File: src/sv/mce_pkg.sv
// mce_pkg: shared types, codes and helper functions for the multi-checksum engine.
// No dependencies; mce_front, mce_queue, mce_back, the top level and the testbench import it.
`default_nettype none

package mce_pkg;

   // Algorithm codes held in the configuration register
   localparam logic [2:0] ALG_NONE      = 3'd0;
   localparam logic [2:0] ALG_FLETCHER  = 3'd1;
   localparam logic [2:0] ALG_ADLER     = 3'd2;
   localparam logic [2:0] ALG_CRC       = 3'd3;
   localparam logic [2:0] ALG_XOR       = 3'd4;

   // Request operation codes
   localparam logic [1:0] OP_START  = 2'd0;
   localparam logic [1:0] OP_DATA   = 2'd1;
   localparam logic [1:0] OP_FINISH = 2'd2;

   // Response status codes
   localparam logic [1:0] STATUS_OK      = 2'd0;
   localparam logic [1:0] STATUS_REFUSED = 2'd1;
   localparam logic [1:0] STATUS_SMALL   = 2'd2;

   // Arithmetic constants
   localparam logic [8:0]  FLETCHER_MOD = 9'd255;
   localparam logic [16:0] ADLER_MOD    = 17'd65521;
   localparam logic [31:0] CRC_POLY     = 32'hEDB8_8320;

   // Default depth of the command queue between front and back
   localparam int MCE_QUEUE_DEPTH = 2;

   // Work the back end performs for one request
   typedef enum logic [1:0] {
      ACT_NOP,
      ACT_CLEAR,
      ACT_ABSORB,
      ACT_REPORT
   } mce_action_type;

   // Classified request handed from front to back
   typedef struct packed {
      mce_action_type action;
      logic [2:0]     algorithm;
      logic [7:0]     data_byte;
      logic [1:0]     status;
      logic [2:0]     digest_length;
   } mce_cmd_type;

   // Digest length in bytes per algorithm
   function automatic logic [2:0] digest_len(input logic [2:0] alg);
      logic [2:0] len;
      unique case (alg)
         ALG_FLETCHER: len = 3'd2;
         ALG_ADLER:    len = 3'd4;
         ALG_CRC:      len = 3'd4;
         ALG_XOR:      len = 3'd1;
         default:      len = 3'd0;
      endcase
      return len;
   endfunction

   // One byte of reflected CRC-32, eight bit steps
   function automatic logic [31:0] crc_byte(input logic [31:0] crc, input logic [7:0] b);
      logic [31:0] c;
      c = crc ^ {24'd0, b};
      for (int k = 0; k < 8; k++) begin
         c = c[0] ? ((c >> 1) ^ CRC_POLY) : (c >> 1);
      end
      return c;
   endfunction

endpackage

`default_nettype wire

File: src/sv/mce_req_if.sv
// mce_req_if: request channel of the multi-checksum engine (valid/ready plus payload).
// Depends on nothing.
`default_nettype none

interface mce_req_if;
   logic       valid;
   logic       ready;
   logic [1:0] operation;
   logic [7:0] data_byte;
   logic [6:0] buffer_capacity;

   modport source (output valid, output operation, output data_byte,
                   output buffer_capacity, input ready);
   modport sink   (input valid, input operation, input data_byte,
                   input buffer_capacity, output ready);
endinterface

`default_nettype wire

File: src/sv/mce_rsp_if.sv
// mce_rsp_if: response channel of the multi-checksum engine (valid/ready plus payload).
// Depends on nothing.
`default_nettype none

interface mce_rsp_if;
   logic        valid;
   logic        ready;
   logic [1:0]  status;
   logic [31:0] digest_value;
   logic [2:0]  digest_length;

   modport source (output valid, output status, output digest_value,
                   output digest_length, input ready);
   modport sink   (input valid, input status, input digest_value,
                   input digest_length, output ready);
endinterface

`default_nettype wire

File: src/sv/mce_front.sv
// mce_front: accepts requests, holds the algorithm register and the lifecycle stage,
// and classifies each request into a command. Depends on mce_pkg and mce_req_if.
`default_nettype none

module mce_front (
   input  wire logic         clock,
   input  wire logic         reset,
   mce_req_if.sink           req_chan,
   input  wire logic         csr_write_enable,
   input  wire logic [2:0]   csr_write_data,
   output logic              push_valid,
   input  wire logic         push_ready,
   output mce_pkg::mce_cmd_type push_data
);
   import mce_pkg::*;

   typedef enum logic [1:0] {
      STAGE_NONE,
      STAGE_INIT,
      STAGE_UPDATE,
      STAGE_FINAL
   } stage_type;

   logic [2:0]  algorithm_ff;
   stage_type   stage_ff;
   stage_type   stage_in;
   logic        accept;
   logic        alg_ok;
   logic [2:0]  need;
   mce_cmd_type cmd;

   assign accept     = req_chan.valid && push_ready;
   assign req_chan.ready = push_ready;
   assign push_valid = req_chan.valid;
   assign push_data  = cmd;

   assign alg_ok = (algorithm_ff <= ALG_XOR);
   assign need   = digest_len(algorithm_ff);

   // Classify the request and work out the next stage
   always_comb begin
      cmd.action        = ACT_NOP;
      cmd.algorithm     = algorithm_ff;
      cmd.data_byte     = req_chan.data_byte;
      cmd.status        = STATUS_REFUSED;
      cmd.digest_length = 3'd0;
      stage_in          = stage_ff;
      unique case (req_chan.operation)
         OP_START: begin
            cmd.action = ACT_CLEAR;
            if (alg_ok) begin
               cmd.status = STATUS_OK;
               stage_in   = STAGE_INIT;
            end else begin
               stage_in   = STAGE_NONE;
            end
         end
         OP_DATA: begin
            if ((stage_ff == STAGE_INIT || stage_ff == STAGE_UPDATE) &&
                alg_ok && algorithm_ff != ALG_NONE) begin
               cmd.action = ACT_ABSORB;
               cmd.status = STATUS_OK;
               stage_in   = STAGE_UPDATE;
            end
         end
         OP_FINISH: begin
            if (stage_ff != STAGE_NONE && alg_ok) begin
               if ({4'd0, need} > req_chan.buffer_capacity) begin
                  cmd.status = STATUS_SMALL;
               end else begin
                  cmd.action        = ACT_REPORT;
                  cmd.status        = STATUS_OK;
                  cmd.digest_length = need;
                  stage_in          = STAGE_FINAL;
               end
            end
         end
         default: begin
         end
      endcase
   end

   // Algorithm register and lifecycle stage
   always_ff @(posedge clock) begin
      if (reset) begin
         algorithm_ff <= ALG_NONE;
         stage_ff     <= STAGE_NONE;
      end else begin
         if (csr_write_enable) begin
            algorithm_ff <= csr_write_data;
         end
         if (accept) begin
            stage_ff <= stage_in;
         end
      end
   end

endmodule

`default_nettype wire

File: src/sv/mce_queue.sv
// mce_queue: small command FIFO between the front and back ends.
// Depends on mce_pkg for the command type.
`default_nettype none

module mce_queue #(
   parameter int DEPTH = mce_pkg::MCE_QUEUE_DEPTH
) (
   input  wire logic         clock,
   input  wire logic         reset,
   input  wire logic         push_valid,
   output logic              push_ready,
   input  wire mce_pkg::mce_cmd_type push_data,
   output logic              pop_valid,
   input  wire logic         pop_ready,
   output mce_pkg::mce_cmd_type pop_data
);
   import mce_pkg::*;

   localparam int PTR_W = (DEPTH > 1) ? $clog2(DEPTH) : 1;
   localparam int CNT_W = $clog2(DEPTH + 1);

   mce_cmd_type      mem_ff [DEPTH];
   logic [PTR_W-1:0] wr_ptr_ff;
   logic [PTR_W-1:0] rd_ptr_ff;
   logic [CNT_W-1:0] count_ff;
   logic             do_push;
   logic             do_pop;

   assign push_ready = (count_ff != CNT_W'(DEPTH));
   assign pop_valid  = (count_ff != '0);
   assign pop_data   = mem_ff[rd_ptr_ff];
   assign do_push    = push_valid && push_ready;
   assign do_pop     = pop_valid && pop_ready;

   // Storage
   always_ff @(posedge clock) begin
      if (do_push) begin
         mem_ff[wr_ptr_ff] <= push_data;
      end
   end

   // Pointers and fill count
   always_ff @(posedge clock) begin
      if (reset) begin
         wr_ptr_ff <= '0;
         rd_ptr_ff <= '0;
         count_ff  <= '0;
      end else begin
         if (do_push) begin
            wr_ptr_ff <= (wr_ptr_ff == PTR_W'(DEPTH - 1)) ? '0 : wr_ptr_ff + 1'b1;
         end
         if (do_pop) begin
            rd_ptr_ff <= (rd_ptr_ff == PTR_W'(DEPTH - 1)) ? '0 : rd_ptr_ff + 1'b1;
         end
         if (do_push && !do_pop) begin
            count_ff <= count_ff + 1'b1;
         end else if (do_pop && !do_push) begin
            count_ff <= count_ff - 1'b1;
         end
      end
   end

endmodule

`default_nettype wire

File: src/sv/mce_back.sv
// mce_back: runs commands against the checksum accumulators and drives the response register.
// Depends on mce_pkg and mce_rsp_if.
`default_nettype none

module mce_back (
   input  wire logic         clock,
   input  wire logic         reset,
   input  wire logic         pop_valid,
   output logic              pop_ready,
   input  wire mce_pkg::mce_cmd_type pop_data,
   mce_rsp_if.source         rsp_chan
);
   import mce_pkg::*;

   logic [7:0]  fl_low_ff,  fl_low_in;
   logic [7:0]  fl_high_ff, fl_high_in;
   logic [15:0] adler_a_ff, adler_a_in;
   logic [15:0] adler_b_ff, adler_b_in;
   logic [31:0] crc_ff,     crc_in;
   logic [7:0]  xor_ff,     xor_in;

   logic        rsp_valid_ff;
   logic [1:0]  rsp_status_ff;
   logic [31:0] rsp_value_ff;
   logic [2:0]  rsp_length_ff;
   logic [31:0] value;

   logic        take;
   logic [8:0]  fl_low_sum, fl_high_sum;
   logic [7:0]  fl_low_new;
   logic [16:0] ad_a_sum, ad_b_sum;
   logic [15:0] ad_a_new;

   assign pop_ready = !rsp_valid_ff || rsp_chan.ready;
   assign take      = pop_valid && pop_ready;

   assign rsp_chan.valid         = rsp_valid_ff;
   assign rsp_chan.status        = rsp_status_ff;
   assign rsp_chan.digest_value  = rsp_value_ff;
   assign rsp_chan.digest_length = rsp_length_ff;

   // Fletcher-16: add then one conditional subtract of 255
   assign fl_low_sum  = {1'b0, fl_low_ff} + {1'b0, pop_data.data_byte};
   assign fl_low_new  = (fl_low_sum >= FLETCHER_MOD) ? 8'(fl_low_sum - FLETCHER_MOD)
                                                     : fl_low_sum[7:0];
   assign fl_high_sum = {1'b0, fl_high_ff} + {1'b0, fl_low_new};

   // Adler-32: same trick with 65521
   assign ad_a_sum = {1'b0, adler_a_ff} + {9'd0, pop_data.data_byte};
   assign ad_a_new = (ad_a_sum >= ADLER_MOD) ? 16'(ad_a_sum - ADLER_MOD) : ad_a_sum[15:0];
   assign ad_b_sum = {1'b0, adler_b_ff} + {1'b0, ad_a_new};

   // Next accumulator values
   always_comb begin
      fl_low_in  = fl_low_ff;
      fl_high_in = fl_high_ff;
      adler_a_in = adler_a_ff;
      adler_b_in = adler_b_ff;
      crc_in     = crc_ff;
      xor_in     = xor_ff;
      unique case (pop_data.action)
         ACT_CLEAR: begin
            fl_low_in  = 8'd0;
            fl_high_in = 8'd0;
            adler_a_in = 16'd1;
            adler_b_in = 16'd0;
            crc_in     = '1;
            xor_in     = 8'd0;
         end
         ACT_ABSORB: begin
            priority case (pop_data.algorithm)
               ALG_FLETCHER: begin
                  fl_low_in  = fl_low_new;
                  fl_high_in = (fl_high_sum >= FLETCHER_MOD) ?
                               8'(fl_high_sum - FLETCHER_MOD) : fl_high_sum[7:0];
               end
               ALG_ADLER: begin
                  adler_a_in = ad_a_new;
                  adler_b_in = (ad_b_sum >= ADLER_MOD) ?
                               16'(ad_b_sum - ADLER_MOD) : ad_b_sum[15:0];
               end
               ALG_CRC: crc_in = crc_byte(crc_ff, pop_data.data_byte);
               default: xor_in = xor_ff ^ pop_data.data_byte;
            endcase
         end
         default: begin
         end
      endcase
   end

   // Digest value for a report
   always_comb begin
      value = 32'd0;
      if (pop_data.action == ACT_REPORT) begin
         unique case (pop_data.algorithm)
            ALG_FLETCHER: value = {16'd0, fl_high_ff, fl_low_ff};
            ALG_ADLER:    value = {adler_b_ff, adler_a_ff};
            ALG_CRC:      value = ~crc_ff;
            ALG_XOR:      value = {24'd0, xor_ff};
            default:      value = 32'd0;
         endcase
      end
   end

   // Accumulators
   always_ff @(posedge clock) begin
      if (reset) begin
         fl_low_ff  <= 8'd0;
         fl_high_ff <= 8'd0;
         adler_a_ff <= 16'd1;
         adler_b_ff <= 16'd0;
         crc_ff     <= '1;
         xor_ff     <= 8'd0;
      end else if (take) begin
         fl_low_ff  <= fl_low_in;
         fl_high_ff <= fl_high_in;
         adler_a_ff <= adler_a_in;
         adler_b_ff <= adler_b_in;
         crc_ff     <= crc_in;
         xor_ff     <= xor_in;
      end
   end

   // Response register
   always_ff @(posedge clock) begin
      if (reset) begin
         rsp_valid_ff <= 1'b0;
      end else if (take) begin
         rsp_valid_ff <= 1'b1;
      end else if (rsp_chan.ready) begin
         rsp_valid_ff <= 1'b0;
      end
   end

   always_ff @(posedge clock) begin
      if (take) begin
         rsp_status_ff <= pop_data.status;
         rsp_value_ff  <= value;
         rsp_length_ff <= pop_data.digest_length;
      end
   end

endmodule

`default_nettype wire

File: src/sv/multi_checksum_engine.sv
// Checksum engine that runs Fletcher-16, Adler-32, CRC-32 or XOR-8 over a byte stream
// with a start / data / finish request lifecycle. One request enters per clock while
// req_chan.ready is high, and every request yields exactly one response, held first in
// the command queue and then in the response register. The back end updates the
// accumulators as each command is popped; the sustained rate is one request per cycle
// unless the response side stalls. A stalled response side backs up through the
// queue to req_chan.ready. The algorithm register is read by the front end as each
// request is classified, so it should be written only while no request is in flight.
// Depends on mce_pkg, mce_req_if, mce_rsp_if, mce_front, mce_queue and mce_back.
`default_nettype none

module multi_checksum_engine #(
   parameter int QUEUE_DEPTH = mce_pkg::MCE_QUEUE_DEPTH
) (
   input  wire logic       clock,
   input  wire logic       reset,
   mce_req_if.sink         req_chan,
   mce_rsp_if.source       rsp_chan,
   input  wire logic       csr_write_enable,
   input  wire logic [2:0] csr_write_data
);
   import mce_pkg::*;

   logic        push_valid;
   logic        push_ready;
   mce_cmd_type push_data;
   logic        pop_valid;
   logic        pop_ready;
   mce_cmd_type pop_data;

   // Classification of requests
   mce_front u_front (
      .clock            (clock),
      .reset            (reset),
      .req_chan         (req_chan),
      .csr_write_enable (csr_write_enable),
      .csr_write_data   (csr_write_data),
      .push_valid       (push_valid),
      .push_ready       (push_ready),
      .push_data        (push_data)
   );

   // Command queue
   mce_queue #(
      .DEPTH (QUEUE_DEPTH)
   ) u_queue (
      .clock      (clock),
      .reset      (reset),
      .push_valid (push_valid),
      .push_ready (push_ready),
      .push_data  (push_data),
      .pop_valid  (pop_valid),
      .pop_ready  (pop_ready),
      .pop_data   (pop_data)
   );

   // Accumulators and response
   mce_back u_back (
      .clock     (clock),
      .reset     (reset),
      .pop_valid (pop_valid),
      .pop_ready (pop_ready),
      .pop_data  (pop_data),
      .rsp_chan  (rsp_chan)
   );

endmodule

`default_nettype wire

File: src/flat_wrapper.sv
// flat-port wrapper written by rule: the top's interface ports become plain ports
module multi_checksum_engine_flat import mce_pkg::*;
#(
   parameter int QUEUE_DEPTH = mce_pkg::MCE_QUEUE_DEPTH
)
  (clock, reset, csr_write_enable, csr_write_data, req_chan_valid, req_chan_operation, req_chan_data_byte, req_chan_buffer_capacity, req_chan_ready, rsp_chan_valid, rsp_chan_status, rsp_chan_digest_value, rsp_chan_digest_length, rsp_chan_ready);
  mce_req_if req_chan_i ();
  mce_rsp_if rsp_chan_i ();
  input  wire logic clock;
  input  wire logic reset;
  input  wire logic csr_write_enable;
  input  wire logic [2:0] csr_write_data;
  input wire logic [$bits(req_chan_i.valid)-1:0] req_chan_valid;
  input wire logic [$bits(req_chan_i.operation)-1:0] req_chan_operation;
  input wire logic [$bits(req_chan_i.data_byte)-1:0] req_chan_data_byte;
  input wire logic [$bits(req_chan_i.buffer_capacity)-1:0] req_chan_buffer_capacity;
  output wire logic [$bits(req_chan_i.ready)-1:0] req_chan_ready;
  output wire logic [$bits(rsp_chan_i.valid)-1:0] rsp_chan_valid;
  output wire logic [$bits(rsp_chan_i.status)-1:0] rsp_chan_status;
  output wire logic [$bits(rsp_chan_i.digest_value)-1:0] rsp_chan_digest_value;
  output wire logic [$bits(rsp_chan_i.digest_length)-1:0] rsp_chan_digest_length;
  input wire logic [$bits(rsp_chan_i.ready)-1:0] rsp_chan_ready;
  assign req_chan_i.valid = req_chan_valid;
  assign req_chan_i.operation = req_chan_operation;
  assign req_chan_i.data_byte = req_chan_data_byte;
  assign req_chan_i.buffer_capacity = req_chan_buffer_capacity;
  assign req_chan_ready = req_chan_i.ready;
  assign rsp_chan_valid = rsp_chan_i.valid;
  assign rsp_chan_status = rsp_chan_i.status;
  assign rsp_chan_digest_value = rsp_chan_i.digest_value;
  assign rsp_chan_digest_length = rsp_chan_i.digest_length;
  assign rsp_chan_i.ready = rsp_chan_ready;
  multi_checksum_engine #(.QUEUE_DEPTH(QUEUE_DEPTH)) u_core (.clock(clock), .reset(reset), .req_chan(req_chan_i), .rsp_chan(rsp_chan_i), .csr_write_enable(csr_write_enable), .csr_write_data(csr_write_data));
endmodule
File: config.mk
export PLATFORM = sky130hd
export DESIGN_NAME = multi_checksum_engine_flat
export DESIGN_NICKNAME = d
export VERILOG_FILES = /design/src/sv/mce_pkg.sv /design/src/sv/mce_req_if.sv /design/src/sv/mce_rsp_if.sv /design/src/sv/mce_front.sv /design/src/sv/mce_queue.sv /design/src/sv/mce_back.sv /design/src/sv/multi_checksum_engine.sv /design/src/flat_wrapper.sv
export SDC_FILE = /design/constraint.sdc
export NUM_CORES = 1
export LEC_CHECK = 0
export ABC_AREA = 0
export BUFFER_PORTS_ARGS = -buffer_cell sky130_fd_sc_hd__buf_2
export CAP_MARGIN = 20
export CORE_ASPECT_RATIO = 1.1
export CORE_UTILIZATION = 67
export DETAILED_ROUTE_END_ITERATION = 16
export PLACE_DENSITY = 0.87
export SKIP_LAST_GASP = 1
export SYNTH_ARGS = -nofsm -noshare
export SYNTH_HDL_FRONTEND = slang
export SYNTH_SLANG_ARGS = --single-unit
File: constraint.sdc
create_clock -name clock -period 10 [get_ports clock]
set_input_delay 0.5 -clock clock [delete_from_list [all_inputs] [get_ports clock]]
set_output_delay 0.5 -clock clock [all_outputs]
set_load 0.02 [all_outputs]
==> results of run 1 <==
==> Yosys cell counts (6+ instances only) <==
master,n
a211o_1,11
a211oi_1,7
a21boi_0,6
a21o_1,14
a21oi_1,80
a221oi_1,8
a22o_1,12
a22oi_1,10
a31oi_1,8
and2_1,7
and3_1,14
clkbuf_1,42
dfxtp_1,99
edfxtp_1,73
ha_1,57
inv_1,50
mux2_2,6
mux2i_1,20
nand2_1,84
nand2b_1,41
nand3_1,28
nand4_1,19
nor2_1,128
nor2b_1,10
nor3_1,17
o211ai_1,10
o21ai_0,43
o22ai_1,34
o31ai_1,8
or3_1,15
or4_1,6
xnor2_1,88
xor2_1,46
==> worst max-delay path: stages (launching register included) <==
cell       delay (ps)
dfxtp_1           550
buf_4             340
mux2i_1           420
inv_1             160
ha_1              460
nand2_2           120
a2111oi_2         400
nor2_1            240
nor3_1            410
nand3_2           250
nand2_1           190
mux2i_1           400
inv_1             100
ha_1              290
a21o_1            210
a221o_2           380
xnor2_1           200
a211o_1           330
nor4_2            430
a41o_1            160
a41o_2            500
a41oi_1           180
a211o_1           280
==> where the power goes <==
part	leakage, µW	total [µW]	switching (µW)	internal, µW
Combinational	0.00285	1560	990	574
Clock	0.000299	691	329	363
Sequential	0.00151	944	69.9	874
Total	0.00465	3200	1390	1810
==> cell type report <==
cell class | instances | area share, %
Clock buffer | 17 | 3.546
Sequential cell | 172 | 34.79
Multi-Input combinational cell | 927 | 53.05
Timing Repair Buffer | 75 | 3.379
Inverter | 50 | 1.564
Tap cell | 200 | 2.086
Clock inverter | 15 | 1.585
==> metrics by stage <==
stage	hold slack (ps)	cell area [µm²]
after floorplan	423.7	10940
after global placement	465.3	11380
after detailed placement	475.5	11380
after CTS	234.3	12000
after global routing	242.3	12000
final	240.5	12000
==> worst min-delay path by stage <==
stage	from	endpoint	slack [ps]	cells after the start
after CTS	req_chan_data_byte[3]	u_core.u_queue.mem_ff[1][8]	230	1
after global placement	u_core.u_back.xor_ff[1]	u_core.u_back.xor_ff[1]	470	2
after global routing	req_chan_data_byte[3]	u_core.u_queue.mem_ff[1][8]	240	1
after detailed placement	u_core.u_back.xor_ff[4]	u_core.u_back.xor_ff[4]	480	2
after floorplan	u_core.u_front.algorithm_ff[2]	u_core.u_queue.mem_ff[0][15]	420	0
final	req_chan_data_byte[3]	u_core.u_queue.mem_ff[1][8]	240	1
==> per-layer routing <==
layer | vias to the layer above | track usage (%) | wire length, µm
met1 | 4578 | 45.81 | 11590
met4 | 0 | 21.22 | 1604
li1 | 4444 | - | -
met5 | - | 0 | 0
met2 | 560 | 60.12 | 14260
met3 | 128 | 6.544 | 2610
==> kinds of logic (layout without fill, tap and decap cells) <==
group           count (synthesis)  count (layout)  synth area share [%]
xor+xnor                      137             137                 11.18
buf+inv                       103             157                 3.752
compound gates                303             303                 18.94
simple gates                  400             400                 18.27
fa+ha+maj                      61              61                 7.252
mux                            26              26                 2.448
flops                         172             172                 38.16
==> state kept, by name, summed over array words and instances, names as in the netlist, named ones only <==
register and flops:
u_core.u_queue.count_ff 2, u_core.u_queue.mem_ff 36, u_core.u_back.adler_a_ff 16, u_core.u_back.fl_low_ff 8
u_core.u_front.algorithm_ff 3, u_core.u_back.rsp_chan.digest_length 3, u_core.u_back.rsp_chan.status 2, u_core.u_front.stage_ff 2
u_core.u_back.adler_b_ff 16, u_core.u_back.rsp_chan.valid 1, u_core.u_back.crc_ff 32, u_core.u_back.xor_ff 8
u_core.u_back.rsp_chan.digest_value 32, u_core.u_back.fl_high_ff 8, u_core.u_queue.wr_ptr_ff 1, u_core.u_queue.rd_ptr_ff 1
==> impl_metrics.yaml, run 1 <==
synthesis:
  synth_area_per_cell_um2: 9.100
  post-synth-top-area-fraction_pct: 20.04
  synth_cells: 1202
  ys_seq_area_share_pct: 38.16
  synth_top_area_cell: "edfxtp_1"
  synth-edff-count: 73
  netlist_top_cells_area: "edfxtp_1, dfxtp_1, xnor2_1"
  synth_cell_types: 86
  synth-main-ff-cell: "dfxtp_1"
  yosys_warnings: 0
  synth_nets: 1288
  netlist_area_um2: 10940
  ys_seq_elements: 172
  async_flop_share_pct: 0
hold_path:
  hp-class: "in -> reg"
place:
  placed_cells: 1424
  hpwlAfterDp_um: 21020
  dp_slack_ps: 3014
  port_buffers: 63
  place_congestion: 0.9905
final_layout:
  multi_input_area_um2: 6365
  mostFrequentLayoutCells: "nor2_1, dfxtp_1, xnor2_1"
  n_antenna_cell: 0
  fillers: 1046
  final_cells: 1456
  final_common_cell: "nor2_1"
  seq_area_um2: 4174
  drive_gt1_share_pct: 11.23
  nets: 1329
  fin_util_pct: 75.67
  syn2layout_area_growth_pct: 9.689
detailed_routing:
  avgRoutedWirePerCell_um: 20.65
  ant_nets: 0
  routed_via_density: 6.669
  drt_wl_total_um: 30070
  drt_first_pass_iters: 6
  drc: 0
  num_vias: 9710
  drtIter0Drc: 1015
global_routing:
  grt_usage_pct: 36.98
  grt_pass1_vias: 9135
  grt_first_pass_wirelength_um: 47420
  overflow: 0
  grt_max_degree: 60
  grt_antenna_before_repair: 0
flow_run:
  drv_cap: 0
clock_network:
  path_clk_slew_ps: 80
  cts_buffer_depth: 2
  clockRootBuffer: "clkbuf_16"
  clkLatencyLatePin_ps: 450
  htree_levels: 4
  cts_tree: "built"
  clock_sinks: 172
  postCtsHoldBufs: 0
  cts_resized: 0
  cts_buffers: 17
  postCtsSetupBuffers: 0
timing:
  layout_setup_ws_ps: 2879
  finalSetupViolations: 0
  finClkSkew_ps: 12.53
  finalCritPeriodShare_pct: 71.21
  finalSetupTns_ps: 0
  fmax_ghz: 0.1404
  slew_headroom_pct: 30.55
  tightest_slew_ps: 1040
  hold_viol_final: 0
  fin_crit_ps: 7121
  maxSlewViolCount: 0
  rsz0062_at_grt: "false"
floorplanning:
  ios: 64
  die_h_um: 136.0
  die-area_um2: 16840
  core-area_um2: 15860
  core.rowCount: 48
  start_util_pct: 68.99
  die_w_um: 123.8
worst_setup_path:
  r2r_setup_slack_ps: 2880
  reg2regPathDepth: 22
  cp.required_ps: 10340
  critPathLaunchType: "register"
  worstReg2RegEnd: "u_core.u_back.adler_b_ff[12]"
  worstPathMaxFanout: 25
  worstPathArrival_ps: 7460
  end_kind: "register"
  crit_end: "u_core.u_back.adler_b_ff[12]"
  critical_path_class: "reg -> reg"
power_and_ir_drop:
  cellPowerDensity_nw_per_um2: 266.7
  finalPower_uw: 3200
  peakVddDrop_mv: 0.1937
  p_leak_uw: 0.004654
outcome:
  status: "finished clean"
No activity file was read; power rests on OpenSTA's default activity.
==> run 2: changes to the inputs <==
- ABC_AREA: 0 -> 1
- CORE_UTILIZATION: 67 -> 63
- PLACE_DENSITY: 0.87 -> 0.82
- clock period: 10 -> 7.45 ns (I/O delays scaled with it)
==> impl_metrics.yaml, run 2 <==
timing:
  tightest_slew_ps: 1179
  layout_setup_ws_ps: 1090
  slew_headroom_pct: 20.78
  finalSetupTns_ps: 0
  rsz0062_at_grt: "false"
  maxSlewViolCount: 0
  hold_viol_final: 0
  finalSetupViolations: 0
  fmax_ghz: 0.1572
  fin_crit_ps: 6360
  finalCritPeriodShare_pct: 85.37
  finClkSkew_ps: 13.91
worst_setup_path:
  worstReg2RegEnd: "u_core.u_back.adler_b_ff[13]"
  critPathMaxStageDelay_ps: 510
  worstPathMaxFanout: 23
  worstPathArrival_ps: 6720
  reg2regPathDepth: 41
  critical_path_class: "reg -> reg"
  critPathLaunchType: "register"
  cp.required_ps: 7810
  slowest_stage: "nand3_1"
  r2r_setup_slack_ps: 1090
  crit_end: "u_core.u_back.adler_b_ff[13]"
  cp_common_cell: "nand2_1"
  end_kind: "register"
clock_network:
  cts_resized: 0
  htree_levels: 4
  clkLatencyLatePin_ps: 440
  clock_sinks: 172
  postCtsSetupBuffers: 0
  postCtsHoldBufs: 0
  cts_buffer_depth: 2
  cts_buffers: 17
  path_clk_slew_ps: 70
  clockRootBuffer: "clkbuf_16"
  cts_tree: "built"
detailed_routing:
  ant_nets: 0
  avgRoutedWirePerCell_um: 17.30
  drtIter0Drc: 1282
  routed_via_density: 5.888
  drt_wl_total_um: 33710
  num_vias: 11475
  drt_first_pass_iters: 6
  drc: 0
synthesis:
  synth-edff-count: 73
  synth_cell_types: 58
  synth_adder_area_share_pct: 6.663
  synth_nets: 1731
  synth_cells: 1645
  async_flop_share_pct: 0
  synth_most_common_cell: "nand2_1"
  synth_top_area_cell: "edfxtp_1"
  ys_seq_area_share_pct: 35.06
  synth-compound-area-share_pct: 13.24
  synth-simple-area-share_pct: 28.31
  netlist_area_um2: 11910
  synth_common_cells: "nand2_1, inv_1, nand3_1, a21oi_1, nor2_1"
  synth_area_per_cell_um2: 7.237
  synth-main-ff-cell: "dfxtp_1"
  netlist_top_cells_area: "edfxtp_1, dfxtp_1, nand2_1"
  ys_seq_elements: 172
  post-synth-top-area-fraction_pct: 18.41
  yosys_warnings: 0
  synthMuxAreaShare_pct: 0.1682
  synth_top_family_by_area: "simple AND/OR/NAND/NOR gates"
  synthXorXnorAreaFrac_pct: 7.336
final_layout:
  final_common_cell: "nand2_1"
  multi_input_area_um2: 6644
  fillers: 1508
  seq_area_um2: 4174
  mostFrequentLayoutCells: "nand2_1, inv_1, nand3_1"
  fin_util_pct: 70.16
  regMostFlops: "u_core.u_queue.mem_ff"
  final_cells: 1949
  n_antenna_cell: 0
  largest_register_ffs: 36
  syn2layout_area_growth_pct: 8.891
  drive_gt1_share_pct: 9.848
  nets: 1779
floorplanning:
  ios: 64
  die-area_um2: 19450
  die_h_um: 146.2
  core-area_um2: 18480
  start_util_pct: 64.43
  core.rowCount: 52
  die_w_um: 133.1
power_and_ir_drop:
  combPwrFrac_pct: 59.3
  p_switching_uw: 2876
  p_clk_share_pct: 16.0
  p_leak_uw: 0.006006
  cellPowerDensity_nw_per_um2: 442.3
  power.internal_uw: 2858
  p_sw_share_pct: 50.16
  power_frac_seq_pct: 24.7
  peakVddDrop_mv: 0.2641
place:
  port_buffers: 63
  hpwlAfterDp_um: 24100
  placed_cells: 1917
  dp_slack_ps: 1254
  place_congestion: 0.9957
global_routing:
  grt_max_degree: 66
  overflow: 0
  grt_first_pass_wirelength_um: 53720
  grt_antenna_before_repair: 0
  grt_usage_pct: 35.01
  grtUsageMet2_pct: 58.06
  busiest_layer: "met2"
  grt_pass1_vias: 10656
  grtUsageMet1_pct: 44.27
  grtUsageMet3_pct: 4.688
flow_run:
  drv_cap: 0
hold_path:
  hp-class: "in -> reg"
outcome:
  status: "finished clean"
[run 2: cell families (layout without fill, tap and decap cells)]
group / after synthesis / after routing
adders and majority gates: 61 / 61
AOI/OAI and AO/OA: 270 / 270
buffers and inverters: 276 / 337
muxes: 2 / 2
DFF: 172 / 172
xor gates and xnor gates: 86 / 86
and+or+nand+nor: 778 / 778
[run 2: power by group through the flow]
stage | clock network [µW] | registers (µW) | logic (µW)
final | 918 | 1420 | 3400
after global routing | 948 | 1430 | 3740
after CTS | 913 | 1410 | 3340
after detailed placement | 0 | 1430 | 3290
after global placement | 0 | 1420 | 3220
after floorplan | 0 | 1520 | 2470
[run 2: per-layer routing]
metal | part of all wire (%) | up-vias
met5 | 0 | -
met4 | 4.7 | 0
met3 | 7.8 | 115
met2 | 47 | 595
met1 | 40 | 5258
li1 | - | 5507
[run 2: layout make-up]
| class | instances | area share, % |
|---|---|---|
| clock buffer | 19 | 3.339 |
| clock inverter | 13 | 1.187 |
| inverter | 234 | 6.785 |
| multi-input combinational | 1197 | 51.25 |
| sequential | 172 | 32.20 |
| tap | 243 | 2.345 |
| timing repair buffer | 71 | 2.895 |
[run 2: critical path: cells and delay by family (launching register included)]
| kind | cells | cell delay, ps |
|---|---|---|
| simple gates | 30 | 3810 |
| fa+ha+maj | 4 | 1220 |
| buf+inv | 6 | 800 |
| compound gates | 1 | 160 |
| flops | 1 | 310 |
[run 2: through the flow]
stage                     total power [µW]  instance area (µm²)  hold WS [ps]
after floorplan                       3994                11910         426.0
after global placement                4642                12380         435.3
after detailed placement              4716                12380         444.0
after CTS                             5664                12960         128.6
after global routing                  6123                12960         130.0
final                                 5734                12960         127.7
[run 2: worst min path at each step]
stage / start / endpoint / depth (start not counted)
after detailed placement: u_core.u_queue.rd_ptr_ff / u_core.u_queue.rd_ptr_ff / 1
after global routing: req_chan_data_byte[0] / u_core.u_queue.mem_ff[0][5] / 1
final: req_chan_data_byte[0] / u_core.u_queue.mem_ff[0][5] / 1
after global placement: u_core.u_queue.rd_ptr_ff / u_core.u_queue.rd_ptr_ff / 1
after floorplan: u_core.u_queue.rd_ptr_ff / register / 1
after CTS: req_chan_data_byte[0] / u_core.u_queue.mem_ff[0][5] / 1
==> run 3: changes to the inputs <==
- CORE_UTILIZATION: 63 -> 57
- PLACE_DENSITY: 0.82 -> 0.78
- clock period: 7.45 -> 5.5 ns (I/O delays scaled with it)
==> impl_metrics.yaml, run 3 (same netlist as run 2, synthesis figures left out) <==
floorplanning:
  start_util_pct: 58.05
  core-area_um2: 20510
  die_w_um: 139.8
  ios: 64
  die_h_um: 153.6
  die-area_um2: 21470
  core.rowCount: 55
clock_network:
  clock_sinks: 172
  clockRootBuffer: "clkbuf_16"
  cts_buffer_depth: 2
  clkLatencyLatePin_ps: 440
  htree_levels: 4
  path_clk_slew_ps: 70
  cts_buffers: 17
  cts_tree: "built"
outcome:
  violations: "design-rule violations"
  status: "finished, violations left"
final_layout:
  final_cell_area_um2: 13400
  drive_gt1_share_pct: 13.65
  multi_input_area_um2: 6855
  seq_area_um2: 4178
  fillers: 1770
  mostFrequentLayoutCells: "nand2_1, inv_1, nand3_1"
  fin_util_pct: 65.35
  final_common_cell: "nand2_1"
  nets: 1802
  n_antenna_cell: 0
  syn2layout_area_growth_pct: 12.57
  largest_register_ffs: 36
  final_cells: 1985
  regMostFlops: "u_core.u_queue.mem_ff"
detailed_routing:
  avgRoutedWirePerCell_um: 16.77
  drc: 2
  num_vias: 11444
  drt_wl_total_um: 33280
  ant_nets: 0
  drtIter0Drc: 1060
  drt_first_pass_iters: 11
  routed_via_density: 5.765
power_and_ir_drop:
  p_sw_share_pct: 50.07
  power_frac_seq_pct: 24.1
  combPwrFrac_pct: 59.7
  p_switching_uw: 3982
  power.internal_uw: 3971
  peakVddDrop_mv: 0.3027
  p_clk_share_pct: 16.2
  cellPowerDensity_nw_per_um2: 593.4
  p_leak_uw: 0.006203
worst_setup_path:
  critPathMaxStageDelay_ps: 390
  end_kind: "register"
  critPathLaunchType: "register"
  worstPathArrival_ps: 5470
  worstPathMaxFanout: 17
  cp.required_ps: 5800
  cp_common_cell: "nand2_1"
  slowest_stage: "ha_2"
  critical_path_class: "reg -> reg"
global_routing:
  grt_first_pass_wirelength_um: 51950
  grt_pass1_vias: 10553
  grt_max_degree: 66
  overflow: 0
  grt_usage_pct: 30.65
  grt_antenna_before_repair: 0
timing:
  hold_viol_final: 0
  holdWs_ps: 20.82
  maxSlewViolCount: 0
  finalCritPeriodShare_pct: 93.96
  finClkSkew_ps: 11.60
  finalSetupViolations: 0
  fin_crit_ps: 5168
  slew_headroom_pct: 36.59
  tightest_slew_ps: 943.9
  fmax_ghz: 0.1935
place:
  place_area_um2: 12480
  hpwlAfterDp_um: 24220
  placed_cells: 1941
  port_buffers: 63
  place_congestion: 0.9697
flow_run:
  drv_cap: 0
hold_path:
  hp-class: "in -> reg"
==> run 3: worst paths after layout <==
| kind | start | endpoint | slack [ps] | cells after the start |
|---|---|---|---|---|
| worst max-delay path | register | u_core.u_back.adler_b_ff[9] | 330 | 34 |
| worst min-delay path | req_chan_data_byte[0] | u_core.u_queue.mem_ff[1][5] | 20 | 1 |
| worst max register to register | register | u_core.u_back.adler_b_ff[9] | 330 | 34 |
| worst min register to register | u_core.u_queue.rd_ptr_ff | register | 450 | 1 |
==> run 3: what timing repair did <==
action | 4_1_cts | 5_1_grt
cloned | 0 | 3
gates resized for setup | 2 | 55
setup endpoints to repair | 2 | 24
buffers inserted | 0 | 9
pin swaps | 0 | 15
hold buffers | 0 | 0
==> run 3: through the flow <==
| stage | power [µW] | TNS, ps | setup WS, ps |
|---|---|---|---|
| after global routing | 8533 | -540.2 | -79.01 |
| after global placement | 6340 | 0 | 166.4 |
| final | 7952 | 0 | 332.0 |
| after CTS | 7770 | 0 | 9.786 |
| after floorplan | 5410 | 0 | 672.7 |
| after detailed placement | 6438 | 0 | 71.61 |
==> run 3: power by group through the flow <==
stage	Clock [µW]	Combinational (µW)	Sequential, µW
2_1_floorplan	0	3350	2060
3_3_place_gp	0	4420	1920
3_5_place_dp	0	4510	1930
4_1_cts	1290	4570	1910
5_1_grt	1340	5240	1950
6_report	1290	4750	1920
==> run 3: area by class of cell <==
cell class,count,area share [%]
Clock buffer,17,3.174
Clock inverter,15,1.522
Sequential cell,172,31.17
Multi-Input combinational cell,1200,51.15
Inverter,234,6.610
Tap cell,256,2.390
Timing Repair Buffer,91,3.977
==> run 3: routing by layer <==
| metal | share of wire [%] | vias up | track usage (%) | wire length [µm] |
|---|---|---|---|---|
| li1 | - | 5566 | - | - |
| met1 | 41 | 5301 | 37.66 | 13750 |
| met2 | 48 | 470 | 52.71 | 15970 |
| met3 | 5.9 | 107 | 3.550 | 1952 |
| met4 | 4.9 | 0 | 16.27 | 1615 |
| met5 | 0 | - | 0 | 0 |
==> run 3: critical path: cells and delay by family, from the launching register on <==
kind | cells | cell delay [ps]
AO/OA/AOI/OAI | 2 | 250
adder cells (fa/ha/maj) | 2 | 690
buffers and inverters | 4 | 540
flip-flops | 1 | 380
AND/OR/NAND/NOR | 26 | 3150
